File: src/design/ber_pkg.sv
// BER TLV parser package: item and event types, event and error codes.
// No dependencies; used by every module of the parser.
package ber_pkg;

    // Event kinds
    localparam logic [2:0] EV_HEADER  = 3'd0;
    localparam logic [2:0] EV_CONTENT = 3'd1;
    localparam logic [2:0] EV_ARC     = 3'd2;
    localparam logic [2:0] EV_LVL_END = 3'd3;
    localparam logic [2:0] EV_DONE    = 3'd4;
    localparam logic [2:0] EV_ERROR   = 3'd5;

    // Error codes
    localparam logic [1:0] ERR_NONE     = 2'd0;
    localparam logic [1:0] ERR_DEPTH    = 2'd1;
    localparam logic [1:0] ERR_LEN      = 2'd2;
    localparam logic [1:0] ERR_OVERFLOW = 2'd3;

    // Universal tags
    localparam logic [27:0] TAG_INT       = 28'h02;
    localparam logic [27:0] TAG_BITSTR    = 28'h03;
    localparam logic [27:0] TAG_OCTSTR    = 28'h04;
    localparam logic [27:0] TAG_OID       = 28'h06;
    localparam logic [27:0] TAG_SEQ       = 28'h10;
    localparam logic [27:0] TAG_SET       = 28'h11;
    localparam logic [27:0] TAG_PRINTABLE = 28'h13;
    localparam logic [27:0] TAG_IA5       = 28'h16;

    localparam logic [4:0] TAG_HIGH_FORM = 5'h1f;
    localparam logic [3:0] RESULT_CAP    = 4'd10;

    // One input item
    typedef struct packed {
        logic [7:0] data_byte;
        logic       start_of_message;
    } t_item;

    // One result item
    typedef struct packed {
        logic [2:0]  kind;
        logic [1:0]  code;
        logic [27:0] tag;
        logic [1:0]  cls;
        logic        cons;
        logic [31:0] len;
        logic [3:0]  lvl;
        logic [31:0] value;
        logic        last;
    } t_event;

    function automatic t_event mk_ev(input logic [2:0] kind, input logic [1:0] code,
                                     input logic elem, input logic [27:0] tag,
                                     input logic [1:0] cls, input logic cons,
                                     input logic [31:0] len, input logic [3:0] lvl,
                                     input logic [31:0] value);
        t_event e;
        e.kind  = kind;
        e.code  = code;
        e.tag   = elem ? tag : '0;
        e.cls   = elem ? cls : '0;
        e.cons  = elem ? cons : 1'b0;
        e.len   = elem ? len : '0;
        e.lvl   = lvl;
        e.value = value;
        e.last  = 1'b0;
        return e;
    endfunction

endpackage

File: src/design/ber_front.sv
// BER TLV parser front: two-entry queue of accepted input items.
// Depends on ber_pkg (t_item).
module ber_front (
    input  logic           i_clk,
    input  logic           i_rst_n,
    input  logic           i_valid,
    output logic           o_ready,
    input  ber_pkg::t_item i_item,
    output logic           o_item_valid,
    output ber_pkg::t_item o_item,
    input  logic           i_pop
);
    import ber_pkg::*;

    t_item      r_q [2];
    logic       r_wp;
    logic       r_rp;
    logic [1:0] r_cnt;
    logic       push;

    assign o_ready      = (r_cnt != 2'd2);
    assign push         = i_valid && o_ready;
    assign o_item_valid = (r_cnt != 2'd0);
    assign o_item       = r_q[r_rp];

    // queue storage and pointers
    always_ff @(posedge i_clk) begin
        if (push) begin
            r_q[r_wp] <= i_item;
        end
        if (!i_rst_n) begin
            r_wp  <= 1'b0;
            r_rp  <= 1'b0;
            r_cnt <= 2'd0;
        end else begin
            if (push) r_wp <= ~r_wp;
            if (i_pop) r_rp <= ~r_rp;
            r_cnt <= r_cnt + {1'b0, push} - {1'b0, i_pop};
        end
    end

endmodule

File: src/design/ber_parser.sv
// BER TLV parser back end: identifier/length decode, level stack, event output.
// Depends on ber_pkg (types, codes, mk_ev).
module ber_parser #(
    parameter int MAX_DEPTH        = 8,
    parameter int MAX_LENGTH_BYTES = 4
) (
    input  logic            i_clk,
    input  logic            i_rst_n,
    input  logic            i_item_valid,
    input  ber_pkg::t_item  i_item,
    output logic            o_pop,
    output logic            o_ev_valid,
    output ber_pkg::t_event o_ev,
    input  logic            i_ev_ready
);
    import ber_pkg::*;

    localparam int DW = $clog2(MAX_DEPTH + 1);
    localparam int SW = (MAX_DEPTH > 1) ? $clog2(MAX_DEPTH) : 1;

    typedef enum logic [3:0] {
        PH_IDLE, PH_ID, PH_TAGHI, PH_LEN1, PH_LENN, PH_DATA, PH_OID, PH_SKIP, PH_ERR
    } t_phase;
    typedef enum logic [1:0] {SQ_FETCH, SQ_HDR, SQ_ARC2, SQ_FIN} t_seq;

    t_seq            r_seq,   n_seq;
    t_phase          r_phase, n_phase;
    logic [27:0]     r_tag,   n_tag;
    logic [1:0]      r_cls,   n_cls;
    logic            r_cons,  n_cons;
    logic [31:0]     r_len,   n_len;
    logic [2:0]      r_lbl,   n_lbl;
    logic [31:0]     r_pos,   n_pos;
    logic [31:0]     r_eend,  n_eend;
    logic [DW-1:0]   r_depth, n_depth;
    logic [31:0]     r_arc,   n_arc;
    logic            r_oidf,  n_oidf;
    logic [31:0]     r_arc2,  n_arc2;
    logic [3:0]      r_cnt,   n_cnt;
    logic [31:0]     r_stack [MAX_DEPTH];
    t_event          r_pend;
    logic            r_pv;
    logic            r_pk;
    t_event          r_out;
    logic            r_ov;

    logic            out_free, can_put, move;
    logic            put_req, put_go, item_end, stack_we;
    t_event          put_ev;
    t_phase          ph;
    logic [DW-1:0]   dep;
    logic [31:0]     pos1;
    logic [32:0]     sum;
    logic [31:0]     v_arc;
    logic [DW-1:0]   dm1;
    logic [3:0]      cnt_cur;
    logic            cons_v;
    logic [2:0]      lbl_d;
    logic [7:0]      b;

    assign out_free   = !r_ov || i_ev_ready;
    assign can_put    = !r_pv || out_free;
    assign o_ev_valid = r_ov;
    assign o_ev       = r_out;
    assign b          = i_item.data_byte;
    assign sum        = {1'b0, r_pos} + {1'b0, r_len};
    assign v_arc      = {r_arc[24:0], b[6:0]};
    assign dm1        = r_depth - DW'(1);
    assign cnt_cur    = (r_seq == SQ_FETCH) ? 4'd0 : r_cnt;
    assign cons_v     = r_cons || (r_cls == 2'd0 && (r_tag == TAG_SEQ || r_tag == TAG_SET));
    assign lbl_d      = (r_lbl != 3'd0) ? r_lbl - 3'd1 : 3'd0;
    assign put_go     = put_req && (cnt_cur < RESULT_CAP);
    assign move       = r_pv && out_free && (r_pk || put_go);

    // parse sequencer: one input byte, then follow-on steps for header/arc/unwind
    always_comb begin
        n_seq = r_seq;   n_phase = r_phase; n_tag = r_tag;   n_cls = r_cls;
        n_cons = r_cons; n_len = r_len;     n_lbl = r_lbl;   n_pos = r_pos;
        n_eend = r_eend; n_depth = r_depth; n_arc = r_arc;   n_oidf = r_oidf;
        n_arc2 = r_arc2;
        put_req = 1'b0; put_ev = '0; item_end = 1'b0; o_pop = 1'b0; stack_we = 1'b0;
        ph = r_phase; dep = r_depth; pos1 = r_pos + 32'd1;
        case (r_seq)
            SQ_FETCH: begin
                if (i_item_valid && can_put) begin
                    o_pop = 1'b1;
                    if (i_item.start_of_message) begin
                        ph = PH_ID; dep = '0; pos1 = 32'd1;
                        n_phase = PH_ID; n_depth = '0; n_pos = '0;
                    end
                    if (ph == PH_IDLE || ph == PH_ERR) begin
                        item_end = 1'b1;
                    end else begin
                        n_pos = pos1;
                        case (ph)
                            PH_ID: begin
                                n_cls = b[7:6]; n_cons = b[5]; n_len = '0; item_end = 1'b1;
                                if (b[4:0] == TAG_HIGH_FORM) begin
                                    n_tag = '0; n_phase = PH_TAGHI;
                                end else begin
                                    n_tag = {23'd0, b[4:0]}; n_phase = PH_LEN1;
                                end
                            end
                            PH_TAGHI: begin
                                item_end = 1'b1;
                                if (r_tag[27:21] != 7'd0) begin
                                    put_req = 1'b1; n_phase = PH_ERR;
                                    put_ev = mk_ev(EV_ERROR, ERR_OVERFLOW, 1'b0, r_tag, r_cls,
                                                   r_cons, r_len, 4'(dep), '0);
                                end else begin
                                    n_tag = {r_tag[20:0], b[6:0]};
                                    if (!b[7]) n_phase = PH_LEN1;
                                end
                            end
                            PH_LEN1: begin
                                n_len = '0;
                                if (b[7]) begin
                                    if (b[6:0] > 7'(MAX_LENGTH_BYTES)) begin
                                        put_req = 1'b1; n_phase = PH_ERR; item_end = 1'b1;
                                        put_ev = mk_ev(EV_ERROR, ERR_LEN, 1'b0, r_tag, r_cls,
                                                       r_cons, r_len, 4'(dep), '0);
                                    end else if (b[6:0] == 7'd0) begin
                                        n_seq = SQ_HDR;
                                    end else begin
                                        n_lbl = b[2:0]; n_phase = PH_LENN; item_end = 1'b1;
                                    end
                                end else begin
                                    n_len = {24'd0, b}; n_seq = SQ_HDR;
                                end
                            end
                            PH_LENN: begin
                                n_len = {r_len[23:0], b}; n_lbl = lbl_d;
                                if (lbl_d == 3'd0) n_seq = SQ_HDR;
                                else item_end = 1'b1;
                            end
                            PH_DATA: begin
                                put_req = 1'b1;
                                put_ev = mk_ev(EV_CONTENT, ERR_NONE, 1'b1, r_tag, r_cls, r_cons,
                                               r_len, 4'(dep), {24'd0, b});
                                if (pos1 == r_eend) n_seq = SQ_FIN;
                                else item_end = 1'b1;
                            end
                            PH_OID: begin
                                if (r_arc[31:25] != 7'd0) begin
                                    put_req = 1'b1; n_phase = PH_ERR; item_end = 1'b1;
                                    put_ev = mk_ev(EV_ERROR, ERR_OVERFLOW, 1'b0, r_tag, r_cls,
                                                   r_cons, r_len, 4'(dep), '0);
                                end else begin
                                    n_arc = v_arc;
                                    if (!b[7]) begin
                                        n_arc = '0;
                                        put_req = 1'b1;
                                        if (r_oidf) begin
                                            // first subidentifier splits into two arcs
                                            n_oidf = 1'b0; n_seq = SQ_ARC2;
                                            if (v_arc < 32'd40) begin
                                                put_ev = mk_ev(EV_ARC, ERR_NONE, 1'b1, r_tag,
                                                    r_cls, r_cons, r_len, 4'(dep), 32'd0);
                                                n_arc2 = v_arc;
                                            end else if (v_arc < 32'd80) begin
                                                put_ev = mk_ev(EV_ARC, ERR_NONE, 1'b1, r_tag,
                                                    r_cls, r_cons, r_len, 4'(dep), 32'd1);
                                                n_arc2 = v_arc - 32'd40;
                                            end else begin
                                                put_ev = mk_ev(EV_ARC, ERR_NONE, 1'b1, r_tag,
                                                    r_cls, r_cons, r_len, 4'(dep), 32'd2);
                                                n_arc2 = v_arc - 32'd80;
                                            end
                                        end else begin
                                            put_ev = mk_ev(EV_ARC, ERR_NONE, 1'b1, r_tag, r_cls,
                                                           r_cons, r_len, 4'(dep), v_arc);
                                            if (pos1 == r_eend) n_seq = SQ_FIN;
                                            else item_end = 1'b1;
                                        end
                                    end else begin
                                        if (pos1 == r_eend) n_seq = SQ_FIN;
                                        else item_end = 1'b1;
                                    end
                                end
                            end
                            PH_SKIP: begin
                                if (pos1 == r_eend) n_seq = SQ_FIN;
                                else item_end = 1'b1;
                            end
                            default: begin
                                n_phase = PH_IDLE; item_end = 1'b1;
                            end
                        endcase
                    end
                end
            end
            SQ_HDR: begin
                if (can_put) begin
                    put_req = 1'b1;
                    n_seq = SQ_FETCH;
                    if (sum[32]) begin
                        n_phase = PH_ERR; item_end = 1'b1;
                        put_ev = mk_ev(EV_ERROR, ERR_LEN, 1'b0, r_tag, r_cls, r_cons, r_len,
                                       4'(r_depth), '0);
                    end else if (cons_v && r_len != 32'd0 && r_depth >= DW'(MAX_DEPTH)) begin
                        n_cons = cons_v; n_phase = PH_ERR; item_end = 1'b1;
                        put_ev = mk_ev(EV_ERROR, ERR_DEPTH, 1'b0, r_tag, r_cls, cons_v, r_len,
                                       4'(r_depth), '0);
                    end else begin
                        n_cons = cons_v;
                        put_ev = mk_ev(EV_HEADER, ERR_NONE, 1'b1, r_tag, r_cls, cons_v, r_len,
                                       4'(r_depth), '0);
                        if (r_len == 32'd0) begin
                            n_seq = SQ_FIN;
                        end else if (cons_v) begin
                            stack_we = 1'b1; n_depth = r_depth + DW'(1);
                            n_phase = PH_ID; item_end = 1'b1;
                        end else begin
                            n_eend = sum[31:0]; item_end = 1'b1; n_phase = PH_SKIP;
                            if (r_cls == 2'd0) begin
                                if (r_tag == TAG_INT || r_tag == TAG_BITSTR ||
                                    r_tag == TAG_OCTSTR || r_tag == TAG_PRINTABLE ||
                                    r_tag == TAG_IA5) begin
                                    n_phase = PH_DATA;
                                end else if (r_tag == TAG_OID) begin
                                    n_phase = PH_OID; n_arc = '0; n_oidf = 1'b1;
                                end
                            end
                        end
                    end
                end
            end
            SQ_ARC2: begin
                if (can_put) begin
                    put_req = 1'b1;
                    put_ev = mk_ev(EV_ARC, ERR_NONE, 1'b1, r_tag, r_cls, r_cons, r_len,
                                   4'(r_depth), r_arc2);
                    if (r_pos == r_eend) begin
                        n_seq = SQ_FIN;
                    end else begin
                        n_seq = SQ_FETCH; item_end = 1'b1;
                    end
                end
            end
            SQ_FIN: begin
                // close one level per cycle while the pending stage can take an event
                if (can_put) begin
                    if (r_depth != '0 && r_stack[dm1[SW-1:0]] <= r_pos) begin
                        n_depth = dm1;
                        if (dm1 != '0 && cnt_cur < RESULT_CAP - 4'd1) begin
                            put_req = 1'b1;
                            put_ev = mk_ev(EV_LVL_END, ERR_NONE, 1'b0, r_tag, r_cls, r_cons,
                                           r_len, 4'(dm1), '0);
                        end
                    end else if (r_depth == '0) begin
                        put_req = 1'b1;
                        put_ev = mk_ev(EV_DONE, ERR_NONE, 1'b0, r_tag, r_cls, r_cons, r_len,
                                       4'd0, '0);
                        n_phase = PH_IDLE; n_seq = SQ_FETCH; item_end = 1'b1;
                    end else begin
                        n_phase = PH_ID; n_seq = SQ_FETCH; item_end = 1'b1;
                    end
                end
            end
            default: n_seq = SQ_FETCH;
        endcase
        n_cnt = cnt_cur + {3'd0, put_go};
    end

    // state, level stack, pending event and output register
    always_ff @(posedge i_clk) begin
        if (stack_we) begin
            r_stack[r_depth[SW-1:0]] <= sum[31:0];
        end
        if (move) begin
            // last flag is the lowest bit of the event
            r_out <= {r_pend[$bits(t_event)-1:1], r_pk};
        end
        if (put_go) begin
            r_pend <= put_ev;
        end
        r_arc2 <= n_arc2;
        if (!i_rst_n) begin
            r_seq <= SQ_FETCH; r_phase <= PH_IDLE; r_tag <= '0; r_cls <= '0;
            r_cons <= 1'b0; r_len <= '0; r_lbl <= '0; r_pos <= '0; r_eend <= '0;
            r_depth <= '0; r_arc <= '0; r_oidf <= 1'b0; r_cnt <= '0;
            r_pv <= 1'b0; r_pk <= 1'b0; r_ov <= 1'b0;
        end else begin
            r_seq <= n_seq; r_phase <= n_phase; r_tag <= n_tag; r_cls <= n_cls;
            r_cons <= n_cons; r_len <= n_len; r_lbl <= n_lbl; r_pos <= n_pos;
            r_eend <= n_eend; r_depth <= n_depth; r_arc <= n_arc; r_oidf <= n_oidf;
            r_cnt <= n_cnt;
            if (move) r_ov <= 1'b1;
            else if (i_ev_ready) r_ov <= 1'b0;
            if (put_go) begin
                r_pv <= 1'b1; r_pk <= item_end;
            end else if (move) begin
                r_pv <= 1'b0;
            end else if (item_end && r_pv) begin
                r_pk <= 1'b1;
            end
        end
    end

endmodule

File: src/design/ber_tlv_stream_parser_core.sv
// Top level of the streaming BER TLV parser.
// Depends on ber_pkg, ber_front (input queue) and ber_parser (decode and events).
//
//  channel | valid   | ready   | payload
//  --------+---------+---------+-----------------------------------------------
//  input   | i_valid | o_ready | i_data_byte, i_start_of_message
//  output  | o_valid | i_ready | o_event_kind .. o_item_value, o_last_of_run
//
// A byte is decoded in the SQ_FETCH step; a header adds the SQ_HDR step, a first OID
// subidentifier the SQ_ARC2 step, and an element end one SQ_FIN step per closed level
// plus one. Events leave one per cycle while i_ready is high, through a one-deep hold
// stage and an output register; the two-entry input queue keeps accepting while the back end works, until full.
// Reset is synchronous, active low, and leaves the parser idle awaiting a start.
module ber_tlv_stream_parser_core #(
    parameter int MAX_DEPTH        = 8,
    parameter int MAX_LENGTH_BYTES = 4
) (
    input  logic        i_clk,
    input  logic        i_rst_n,
    input  logic        i_valid,
    output logic        o_ready,
    input  logic [7:0]  i_data_byte,
    input  logic        i_start_of_message,
    output logic        o_valid,
    input  logic        i_ready,
    output logic [2:0]  o_event_kind,
    output logic [1:0]  o_error_code,
    output logic [27:0] o_tag_number,
    output logic [1:0]  o_tag_class,
    output logic        o_is_constructed,
    output logic [31:0] o_content_length,
    output logic [3:0]  o_nesting_level,
    output logic [31:0] o_item_value,
    output logic        o_last_of_run
);
    import ber_pkg::*;

    t_item  in_item;
    t_item  q_item;
    logic   q_valid;
    logic   q_pop;
    t_event ev;

    assign in_item.data_byte        = i_data_byte;
    assign in_item.start_of_message = i_start_of_message;

    ber_front u_front (
        .i_clk        (i_clk),
        .i_rst_n      (i_rst_n),
        .i_valid      (i_valid),
        .o_ready      (o_ready),
        .i_item       (in_item),
        .o_item_valid (q_valid),
        .o_item       (q_item),
        .i_pop        (q_pop)
    );

    ber_parser #(
        .MAX_DEPTH        (MAX_DEPTH),
        .MAX_LENGTH_BYTES (MAX_LENGTH_BYTES)
    ) u_parser (
        .i_clk        (i_clk),
        .i_rst_n      (i_rst_n),
        .i_item_valid (q_valid),
        .i_item       (q_item),
        .o_pop        (q_pop),
        .o_ev_valid   (o_valid),
        .o_ev         (ev),
        .i_ev_ready   (i_ready)
    );

    assign o_event_kind     = ev.kind;
    assign o_error_code     = ev.code;
    assign o_tag_number     = ev.tag;
    assign o_tag_class      = ev.cls;
    assign o_is_constructed = ev.cons;
    assign o_content_length = ev.len;
    assign o_nesting_level  = ev.lvl;
    assign o_item_value     = ev.value;
    assign o_last_of_run    = ev.last;

endmodule

File: config.mk
export PLATFORM = sky130hd
export DESIGN_NAME = ber_tlv_stream_parser_core
export DESIGN_NICKNAME = d
export VERILOG_FILES = /design/src/design/ber_pkg.sv /design/src/design/ber_front.sv /design/src/design/ber_parser.sv /design/src/design/ber_tlv_stream_parser_core.sv
export SDC_FILE = /design/constraint.sdc
export NUM_CORES = 1
export LEC_CHECK = 0
export BUFFER_PORTS_ARGS = -buffer_cell sky130_fd_sc_hd__buf_2
export CORE_MARGIN = 4
export CORE_UTILIZATION = 50
export CTS_BUF_LIST = sky130_fd_sc_hd__clkbuf_16
export DETAILED_ROUTE_END_ITERATION = 12
export PLACE_DENSITY = 0.65
export REMOVE_ABC_BUFFERS = 1
export SYNTH_ARGS = -nofsm -noshare
export SYNTH_HDL_FRONTEND = slang
export SYNTH_SLANG_ARGS = --single-unit
File: constraint.sdc
create_clock -name i_clk -period 39.1 [get_ports i_clk]
set_input_delay 1.955 -clock i_clk [delete_from_list [all_inputs] [get_ports i_clk]]
set_output_delay 1.955 -clock i_clk [all_outputs]
set_load 0.1 [all_outputs]
==> results of run 1 <==
[through the flow]
step / total power (uW) / cell area, um2 / std cells / worst slack [ps] / hold WS, ps
floorplan: 951 / 31600 / 2472 / 20610 / 400
global placement: 1020 / 33700 / 3477 / 30570 / 401
detailed placement: 1020 / 33700 / 3477 / 30130 / 405
CTS: 1730 / 36200 / 3616 / 30130 / 412
global route: 1780 / 36200 / 3616 / 29530 / 422
finish: 1720 / 36200 / 3616 / 30210 / 414
[cells in the final DEF (no fill, tap or decap), types with 16 or more instances in the layout]
| cell | instances |
|---|---|
| nor4_1 | 41 |
| mux2_2 | 36 |
| clkbuf_16 | 77 |
| inv_1 | 89 |
| xor2_1 | 50 |
| nor2_1 | 116 |
| o21ai_0 | 126 |
| nand3_1 | 129 |
| a21o_1 | 21 |
| edfxtp_1 | 515 |
| buf_4 | 41 |
| ha_1 | 82 |
| a21oi_1 | 95 |
| nand2_1 | 213 |
| mux2i_1 | 50 |
| a22o_1 | 30 |
| nor2b_1 | 62 |
| nand4_1 | 37 |
| dfxtp_1 | 184 |
| mux4_2 | 64 |
| buf_2 | 118 |
| a21boi_0 | 64 |
| and2_1 | 85 |
| o21a_1 | 17 |
| and3_1 | 16 |
| xnor2_1 | 73 |
| or3_1 | 27 |
| nor3_1 | 51 |
[power by group]
group	leakage [uW]	internal (uW)	switching [uW]	total (uW)
Combinational	0.00529	59.0	139	198
Clock	0.00127	403	300	703
Sequential	0.00606	803	13.3	816
[per-layer routing]
metal	wire length (um)	GRT usage, %	share of wire (%)
met1	36700	34.7	44
met2	39400	38.7	47
met3	5420	3.40	6.5
met4	2000	7.07	2.4
met5	13	0	0.016
[state kept, by name, summed over array words and instances, names as in the netlist, 2 cells and up, named ones only]
register	cells
u_parser.r_tag	28
u_front.r_q	18
u_front.r_cnt	2
u_parser.r_cls	2
u_parser.r_pos	32
u_parser.r_eend	32
u_parser.r_len	32
u_parser.r_phase	4
u_parser.r_lbl	3
u_parser.r_stack	256
u_parser.r_arc2	32
u_parser.o_ev	105
u_parser.r_cnt	4
u_parser.r_pend	104
u_parser.r_arc	32
u_parser.r_seq	2
u_parser.r_depth	4
[worst reg2reg max path: cells and delay by family (launching register included)]
kind                     cells  cell delay, ps
buffers and inverters        4            2170
AO/OA/AOI/OAI                7            2100
AND/OR/NAND/NOR              3            1610
adder cells (fa/ha/maj)      2             940
flip-flops                   1             870
multiplexers                 2             770
[worst paths after layout]
kind / start / end / slack (ps) / cells after the start
setup / recovery: u_parser.r_depth[0] / u_parser.o_ev[18] / 30210 / 18
hold / removal: u_parser.r_pend[62] / u_parser.o_ev[62] / 410 / 0
setup reg to reg: u_parser.r_depth[0] / u_parser.o_ev[18] / 30210 / 18
hold reg to reg: u_parser.r_pend[62] / u_parser.o_ev[62] / 410 / 0
[layout make-up]
| cell class | count | area, um2 |
|---|---|---|
| sequential | 700 | 19200 |
| clock buffer | 77 | 1930 |
| multi-input combinational | 1702 | 12300 |
| tap | 846 | 1060 |
| fill | 5067 | 27200 |
| timing repair buffer | 159 | 898 |
| clock inverter | 62 | 543 |
| inverter | 70 | 263 |
[cells by family after synthesis]
family                   after synthesis  synth area share, %
AO/OA/AOI/OAI                        476                 9.65
XOR/XNOR                             124                 3.37
adder cells (fa/ha/maj)               84                 3.29
buffers and inverters                217                 2.70
flip-flops                           700                 59.5
multiplexers                         153                 7.40
AND/OR/NAND/NOR                      865                 14.1
[synthesized netlist by cell type, drive strengths merged, types with 5 or more instances]
cell / count
a22o: 30
nand2: 215
o2111ai: 5
a21o: 21
xor2: 51
o21a: 17
edfxtp: 515
nor4: 47
inv: 69
a22oi: 10
or3: 28
o22ai: 7
mux4: 64
a2111oi: 8
and4: 5
nand4: 38
buf: 43
o31ai: 9
mux2i: 51
ha: 83
clkbuf: 104
mux2: 38
nand2b: 14
o21bai: 7
and2: 86
nor2: 124
o211ai: 14
and3: 17
nor2b: 63
xnor2: 73
o211a: 6
dfxtp: 185
a21oi: 95
a31oi: 13
nand3: 132
o21ai: 132
or2: 8
or4: 14
a21boi: 65
nor3: 55
==> metrics, run 1 <==
critical path type=reg2reg; Pwr Density=47.5 nW/um2; Post-synth EDFFs=515; DRT Pass-1 Iters=5; Synth Instances=2,619; Setup TNS=0 ps; ant diodes=0; # IOs=120; final antenna-violating net count=0; Main synth FF type=edfxtp_1; nets@finish=around 2,800; effective utilization at floorplan=50.8%; P_leak=~0.013 uW; hold_buf cts=0; Synth area leaders=edfxtp_1 48%, dfxtp_1 12%, mux4_2 4.5%; Relative slew margins=19.6%; crit path cell chain=inv_1 -> ha_2 -> buf_4 -> mux4_2 -> mux2_2 -> ha_1 -> a21oi_1 -> o21ai_0 -> a221oi_1 -> o21ai_0 -> a22oi_1 -> and2_1 -> nand4_1 -> a31oi_4 -> buf_4 -> o21ai_0 -> nor2b_4 -> buf_4; die span in x=262 um; # rows=92; post-CTS sizing=0; setup violators final=0; Die Ht=about 260 um; asr flop ratio synth=0%; per-cell routed wire length=23.1 um; Clock Latency Late Sink=roughly 640 ps; First DRT Iteration DRCs=2,195; GRT overflow=0; max incr delay on CP=920 ps; initial antenna violation count=2; post-synth top area cell=edfxtp_1; Buf/Inv on CP=4; die area=68,500 um2; status=finished clean; synth-to-layout area growth=12.4%; post-synthesis register bit count=700; share of cells above drive strength 1=~15%; CTS max path bufs=3; setup bufs post-CTS=0; maximum VDD drop=37.8 uV; final hold violations=0; crit end category=flop; Largest delay share family, worst path=buffers and inverters; clk sinks=700; global-route wire length before repair=127 mm; period utilization=between 20% and 30%; Routed WL=83.6 mm; Netlist cell types=94; syn_area_per_cell=approximately 12 um2; Fmax=112 MHz; Worst path slowest cell=nor2b_4; DP Wirelength=56.8 mm; via count=between 20,000 and 25,000; RSZ-0062 raised after global routing=false; CP max FO=70; CTS tree=done; largest net degree at the start of global routing=72; clk slew on worst S/H paths=60 ps; final RePlAce weighted congestion=0.964; CTS H-tree depth=3; core footprint=63,400 um2; vias in the first global route=approximately 21,000; Max Slew Vio Count=0; Worst Tran Pin Value=between 1000 and 1500 ps; Hold Crit Class=reg2reg; crit path DAT=9150 ps; port bufs=119; mapped cell area=about 32,000 um2; GRT Resource Usage Total=about 24%; Yosys top cell area share=48.0%; Worst Skew=29.5 ps; Root Buffer=clkbuf_16; CTS Buf Count=75; WP data required=between 30,000 and 40,000 ps; Max Cap Viol=0; DR vias/cell=around 6.0; sequential fraction of the synthesis area=59.5%; Ys Warns=0; DRC Markers=0; Tmin final=8890 ps; CP Launch Type=flop; post-layout util=57.1%
Note: power is estimated with default switching activity, not from simulation.
==> run 2: changes to the inputs <==
Settings changed: PLACE_DENSITY 0.65 to 0.67.
Clock period 39.1 ns to 7.39 ns, I/O delays scaled along.
==> run 2 against run 1 <==
  * Non-clock buffer count up 15
  * Fmax up 45%
  * First-iteration DRC count down 6.9%
  * Critical path type unchanged
==> metrics, run 2 (synthesized netlist as in run 1, its figures left out) <==
status=finished clean; Finished Cell Area=36,400 um2 (+0.52%); maximum VDD drop=184 uV (+390%); FF-to-FF End=u_parser.o_ev[16]; share of cells above drive strength 1=15.4% (+0.31 points); P_leak=0.0126 uW (+0.22%); final non-filler cell total=3,626 (+0.28%); hold depth=3 (+3); DR vias/cell=6.00 (-0.13%); Inst Count DP=3,483 (+0.17%); global-route wire length before repair=127 mm (-0.12%); period utilization=83.2% (+61 points); crit end category=flop; critical path type=reg2reg; GRT overflow=0 (unchanged); DRT Pass-1 Iters=6 (+1); Final WS setup=1240 ps (-28,970 ps); Die Ht=262 um (unchanged); CTS Buf Count=74 (-1.3%); dpl cell area=33,800 um2 (+0.21%); Tmin final=6150 ps (-2740 ps); ant diodes=0 (unchanged); initial antenna violation count=2 (unchanged); port bufs=119 (unchanged); FF-to-FF path depth=17 (-1); most common cell after layout, fill and taps aside=edfxtp_1; Max Cap Viol=0 (unchanged); setup bufs post-CTS=0 (unchanged); core footprint=63,400 um2 (unchanged); clk sinks=700 (unchanged); # IOs=120 (unchanged); Worst Tran Pin Value=1290 ps (+86.8 ps); CP Launch Type=flop; hold_buf cts=9 (+9); final antenna-violating net count=0 (unchanged); Max Slew Vio Count=0 (unchanged); CTS H-tree depth=3 (unchanged); r2r setup slk=1240 ps (-28,970 ps); synth-to-layout area growth=13.0%; Routed WL=83.4 mm (-0.23%); nets@finish=2,819 (+0.50%); Clock Latency Late Sink=620 ps (-20 ps); per-cell routed wire length=23.0 um (-0.50%); final hold violations=0 (unchanged); hold_sp=i_ready; Design Power=9140 uW (+430%); post-layout util=57.4% (+0.30 points); vias in the first global route=21,100 (+0.32%); CTS max path bufs=3 (unchanged); CP max FO=35 (-50%); largest net degree at the start of global routing=109 (+51%); DRC Markers=0 (unchanged); crit path from=u_parser.r_depth[1]; post-CTS sizing=0 (unchanged); via count=21,700 (+0.15%); max reg flops=256 (unchanged); DP Wirelength=57.0 mm (+0.38%); First DRT Iteration DRCs=2,044 (-6.9%); Setup WS pre-CTS=1240 ps (-28,890 ps); final RePlAce weighted congestion=0.944 (-2.1%); Relative slew margins=13.9% (-5.8 points); CTS tree=done; effective utilization at floorplan=50.8% (unchanged); Hold Crit Class=in2reg; commonest non-fill, non-tap cells in the layout=515 x edfxtp_1, 213 x nand2_1, 184 x dfxtp_1, 129 x nand3_1, 126 x o21ai_0; setup violators final=0 (unchanged); die span in x=262 um (unchanged); Worst Skew=32.9 ps (+3.34 ps); RSZ-0062 raised after global routing=false; Root Buffer=clkbuf_16; Pwr Density=251 nW/um2 (+430%); die area=68,500 um2 (unchanged); crit path DAT=6460 ps (-2690 ps); Fmax=163 MHz (+45%); Fillers=5,151 (+1.7%); FF-to-FF Start=u_parser.r_depth[1]; WP data required=7700 ps (-31,660 ps); GRT Resource Usage Total=24.2% (about the same); # rows=92 (unchanged); Hold Path End=u_parser.o_ev_valid; clk slew on worst S/H paths=60 ps (about the same)
run 2: per-stage QoR:
step	TNS, ps	hold WS (ps)
floorplan	-1801370	400
global placement	0	401
detailed placement	0	405
CTS	0	159
global route	0	207
finish	0	200
run 2: layer usage:
layer	GRT usage, %	share of wire (%)
met5	0	0.016
met3	4.26	7.1
met2	39.3	48
met4	8.17	3.1
met1	33.2	42
run 2: worst max path at each step:
| stage | depth (start not counted) | end | slack [ps] |
|---|---|---|---|
| final | 17 | u_parser.o_ev[16] | 1240 |
| after global routing | 17 | u_parser.o_ev[24] | 850 |
| after CTS | 16 | u_parser.o_ev[16] | 1240 |
| after detailed placement | 16 | u_parser.o_ev[22] | 1240 |
| after global placement | 16 | u_parser.o_ev[24] | 1300 |
| after floorplan | 14 | u_parser.o_ev[0] | -11100 |
run 2: layout make-up:
| class | count | area (um2) | share of cell area, % |
|---|---|---|---|
| Inverter | 70 | 263 | 0.722 |
| Sequential cell | 700 | 19200 | 52.7 |
| Tap cell | 846 | 1060 | 2.91 |
| Multi-Input combinational cell | 1702 | 12300 | 33.9 |
| Clock inverter | 59 | 621 | 1.71 |
| Clock buffer | 75 | 1880 | 5.16 |
| Timing Repair Buffer | 174 | 1060 | 2.91 |
run 2: power by group:
part           internal [uW]  total (uW)  switching (uW)
clock network           2240        3770            1530
logic                    311        1050             743
registers               4250        4320            70.1
run 2: worst max-delay path, cell delays in order, from the launching register on:
cell and delay (ps):
dfxtp_1 530, inv_1 150, ha_2 950, mux4_2 410, mux2_2 290, ha_1 340
nand4_1 140, nor4_1 60, buf_4 160, a221oi_1 260, o21ai_0 280, a22oi_1 490
and2_1 270, nand4_1 180, a31oi_4 240, o21ai_0 180, nor2b_4 520, buf_4 330
==> run 3: changes to the inputs <==
Clock period 7.39 ns to 5.15 ns, I/O delays scaled along.
==> run 3 against run 2 <==
  * Fmax increased by 26%
  * Die area unchanged
  * Clock skew decreased by 12 ps
  * Register-to-register slack got worse by 990 ps
  * Power increased by 44%
  * Global-route usage decreased by 0.065 points
  * Utilization increased by 0.92 points
  * Via count increased by 0.87%
  * Hold slack got worse by 100 ps
  * Highest routed layer is now met4
==> metrics, run 3 (synthesized netlist as in run 1, its figures left out) <==
per-cell routed wire length=23.1 um (+0.51%); CP max FO=24 (-31%); die area=68,500 um2 (unchanged); GRT Resource Usage Total=24.1% (-0.065 points); clk sinks=700 (unchanged); First DRT Iteration DRCs=2,045 (+0.049%); Routed WL=84.7 mm (+1.6%); final antenna-violating net count=0 (unchanged); initial antenna violation count=1 (-1); dpl cell area=34,200 um2 (+1.3%); core footprint=63,400 um2 (unchanged); effective utilization at floorplan=50.8% (unchanged); largest net degree at the start of global routing=99 (-9.2%); # IOs=120 (unchanged); DRC Markers=0 (unchanged); Max Slew Vio Count=0 (unchanged); FF-to-FF Start=u_parser.r_depth[0]; via count=21,900 (+0.87%); crit end category=flop; nets@finish=2,858 (+1.4%); Setup WS pre-CTS=78.8 ps (-1160 ps); Inst Count DP=3,515 (+0.92%); WP data required=5640 ps (-2060 ps); Fillers=5,019 (-2.6%); CTS max path bufs=3 (unchanged); Hold Crit Class=in2reg; critical path type=reg2reg; DP Wirelength=57.4 mm (+0.70%); Fmax=204 MHz (+26%); final non-filler cell total=3,667 (+1.1%); r2r setup slk=250 ps (-990 ps); commonest non-fill, non-tap cells in the layout=515 x edfxtp_1, 213 x nand2_1, 184 x dfxtp_1, 129 x nand3_1, 124 x o21ai_0; crit path from=u_parser.r_depth[0]; CTS tree=done; FF-to-FF End=u_parser.r_cnt[3]; Clock Latency Late Sink=620 ps (about the same); setup violators final=0 (unchanged); Tmin final=4900 ps (-1250 ps); post-layout util=58.3% (+0.92 points); hold_sp=i_ready; Pwr Density=356 nW/um2 (+42%); P_leak=0.0129 uW (+2.4%); synth-to-layout area growth=14.8%; CP Launch Type=flop; Worst Skew=20.8 ps (-12.1 ps); Worst Hold Slack=99.2 ps (-100 ps); Relative slew margins=20.6% (+6.7 points); vias in the first global route=21,200 (+0.59%); CTS Buf Count=74 (unchanged); die span in x=262 um (unchanged); GRT overflow=0 (unchanged); clk slew on worst S/H paths=60 ps (about the same); CTS H-tree depth=3 (unchanged); DR vias/cell=5.98 (-0.25%); Die Ht=262 um (unchanged); global-route wire length before repair=127 mm (-0.23%); period utilization=95.1% (+12 points); most common cell after layout, fill and taps aside=edfxtp_1; Max Cap Viol=0 (unchanged); Final WS setup=252 ps (-986 ps); crit path DAT=5390 ps (-1070 ps); final RePlAce weighted congestion=0.942 (-0.20%); final hold violations=0 (unchanged); port bufs=119 (unchanged); Root Buffer=clkbuf_16; CP endpoint=u_parser.r_cnt[3]; DRT Pass-1 Iters=6 (unchanged); maximum VDD drop=357 uV (+94%); share of cells above drive strength 1=16.6% (+1.2 points); Worst Tran Pin Value=1190 ps (-100 ps); # rows=92 (unchanged); Finished Cell Area=37,000 um2 (+1.6%); status=finished clean; FF-to-FF path depth=22 (+5); max reg flops=256 (unchanged)
-- run 3: worst min-delay path by stage --
stage               cells after the start                   to  slack [ps]
global placement                        0    u_parser.o_ev[30]         400
CTS                                     3  u_parser.o_ev_valid          60
floorplan                               0    u_front.r_q[0][0]         360
detailed placement                      0    u_parser.o_ev[27]         400
global route                            3  u_parser.o_ev_valid         120
finish                                  3  u_parser.o_ev_valid         100
-- run 3: stage by stage --
stage          setup TNS, ps  power (uW)
2_1_floorplan       -2393620        7220
3_3_place_gp               0        7800
3_5_place_dp               0        7820
4_1_cts                    0       13200
5_1_grt                -1.93       13600
6_report                   0       13200
-- run 3: final cells by class --
type,count,area [um2],share of cell area (%)
repair buffers,212,1590,4.31
clock buffers,75,1880,5.08
well taps,846,1060,2.86
multi-input cells,1703,12400,33.5
diodes,1,2.50,0.00677
inverters,70,263,0.711
clock inverters,60,602,1.63
flip-flops and latches,700,19200,51.9
-- run 3: repair_timing --
action                                 CTS  global route
buffers inserted                         0             4
setup endpoints to repair                0           178
hold buffers                             9             0
endpoints found under the hold margin   18             0
gates resized for setup                  0            10
-- run 3: worst max-delay path, stage by stage (launching register included) --
cell and delay [ps]:
dfxtp_4 350, inv_1 90, ha_4 340, buf_12 190
buf_4 170, mux4_2 280, mux2_2 280, ha_1 270
nand4_1 190, nor4_4 380, buf_4 200, nand3_1 80
a22oi_2 230, buf_4 170, and2_1 160, nand4_1 160
a31oi_4 260, buf_4 150, buf_12 180, ha_1 190
nand3_1 90, xnor2_1 130, and3_1 170
-- run 3: routing by layer --
metal / vias to the layer above / part of all wire [%] / GRT usage (%)
met5: - / 0 / 0
met3: 146 / 6.6 / 3.56
li1: 10100 / - / -
met1: 10900 / 43 / 33.5
met2: 838 / 48 / 39.3
met4: 0 / 3.1 / 8.14
-- run 3: report_power, final --
part	internal (uW)	switching [uW]
Clock	3220	2190
Combinational	482	1100
Sequential	6090	81.7
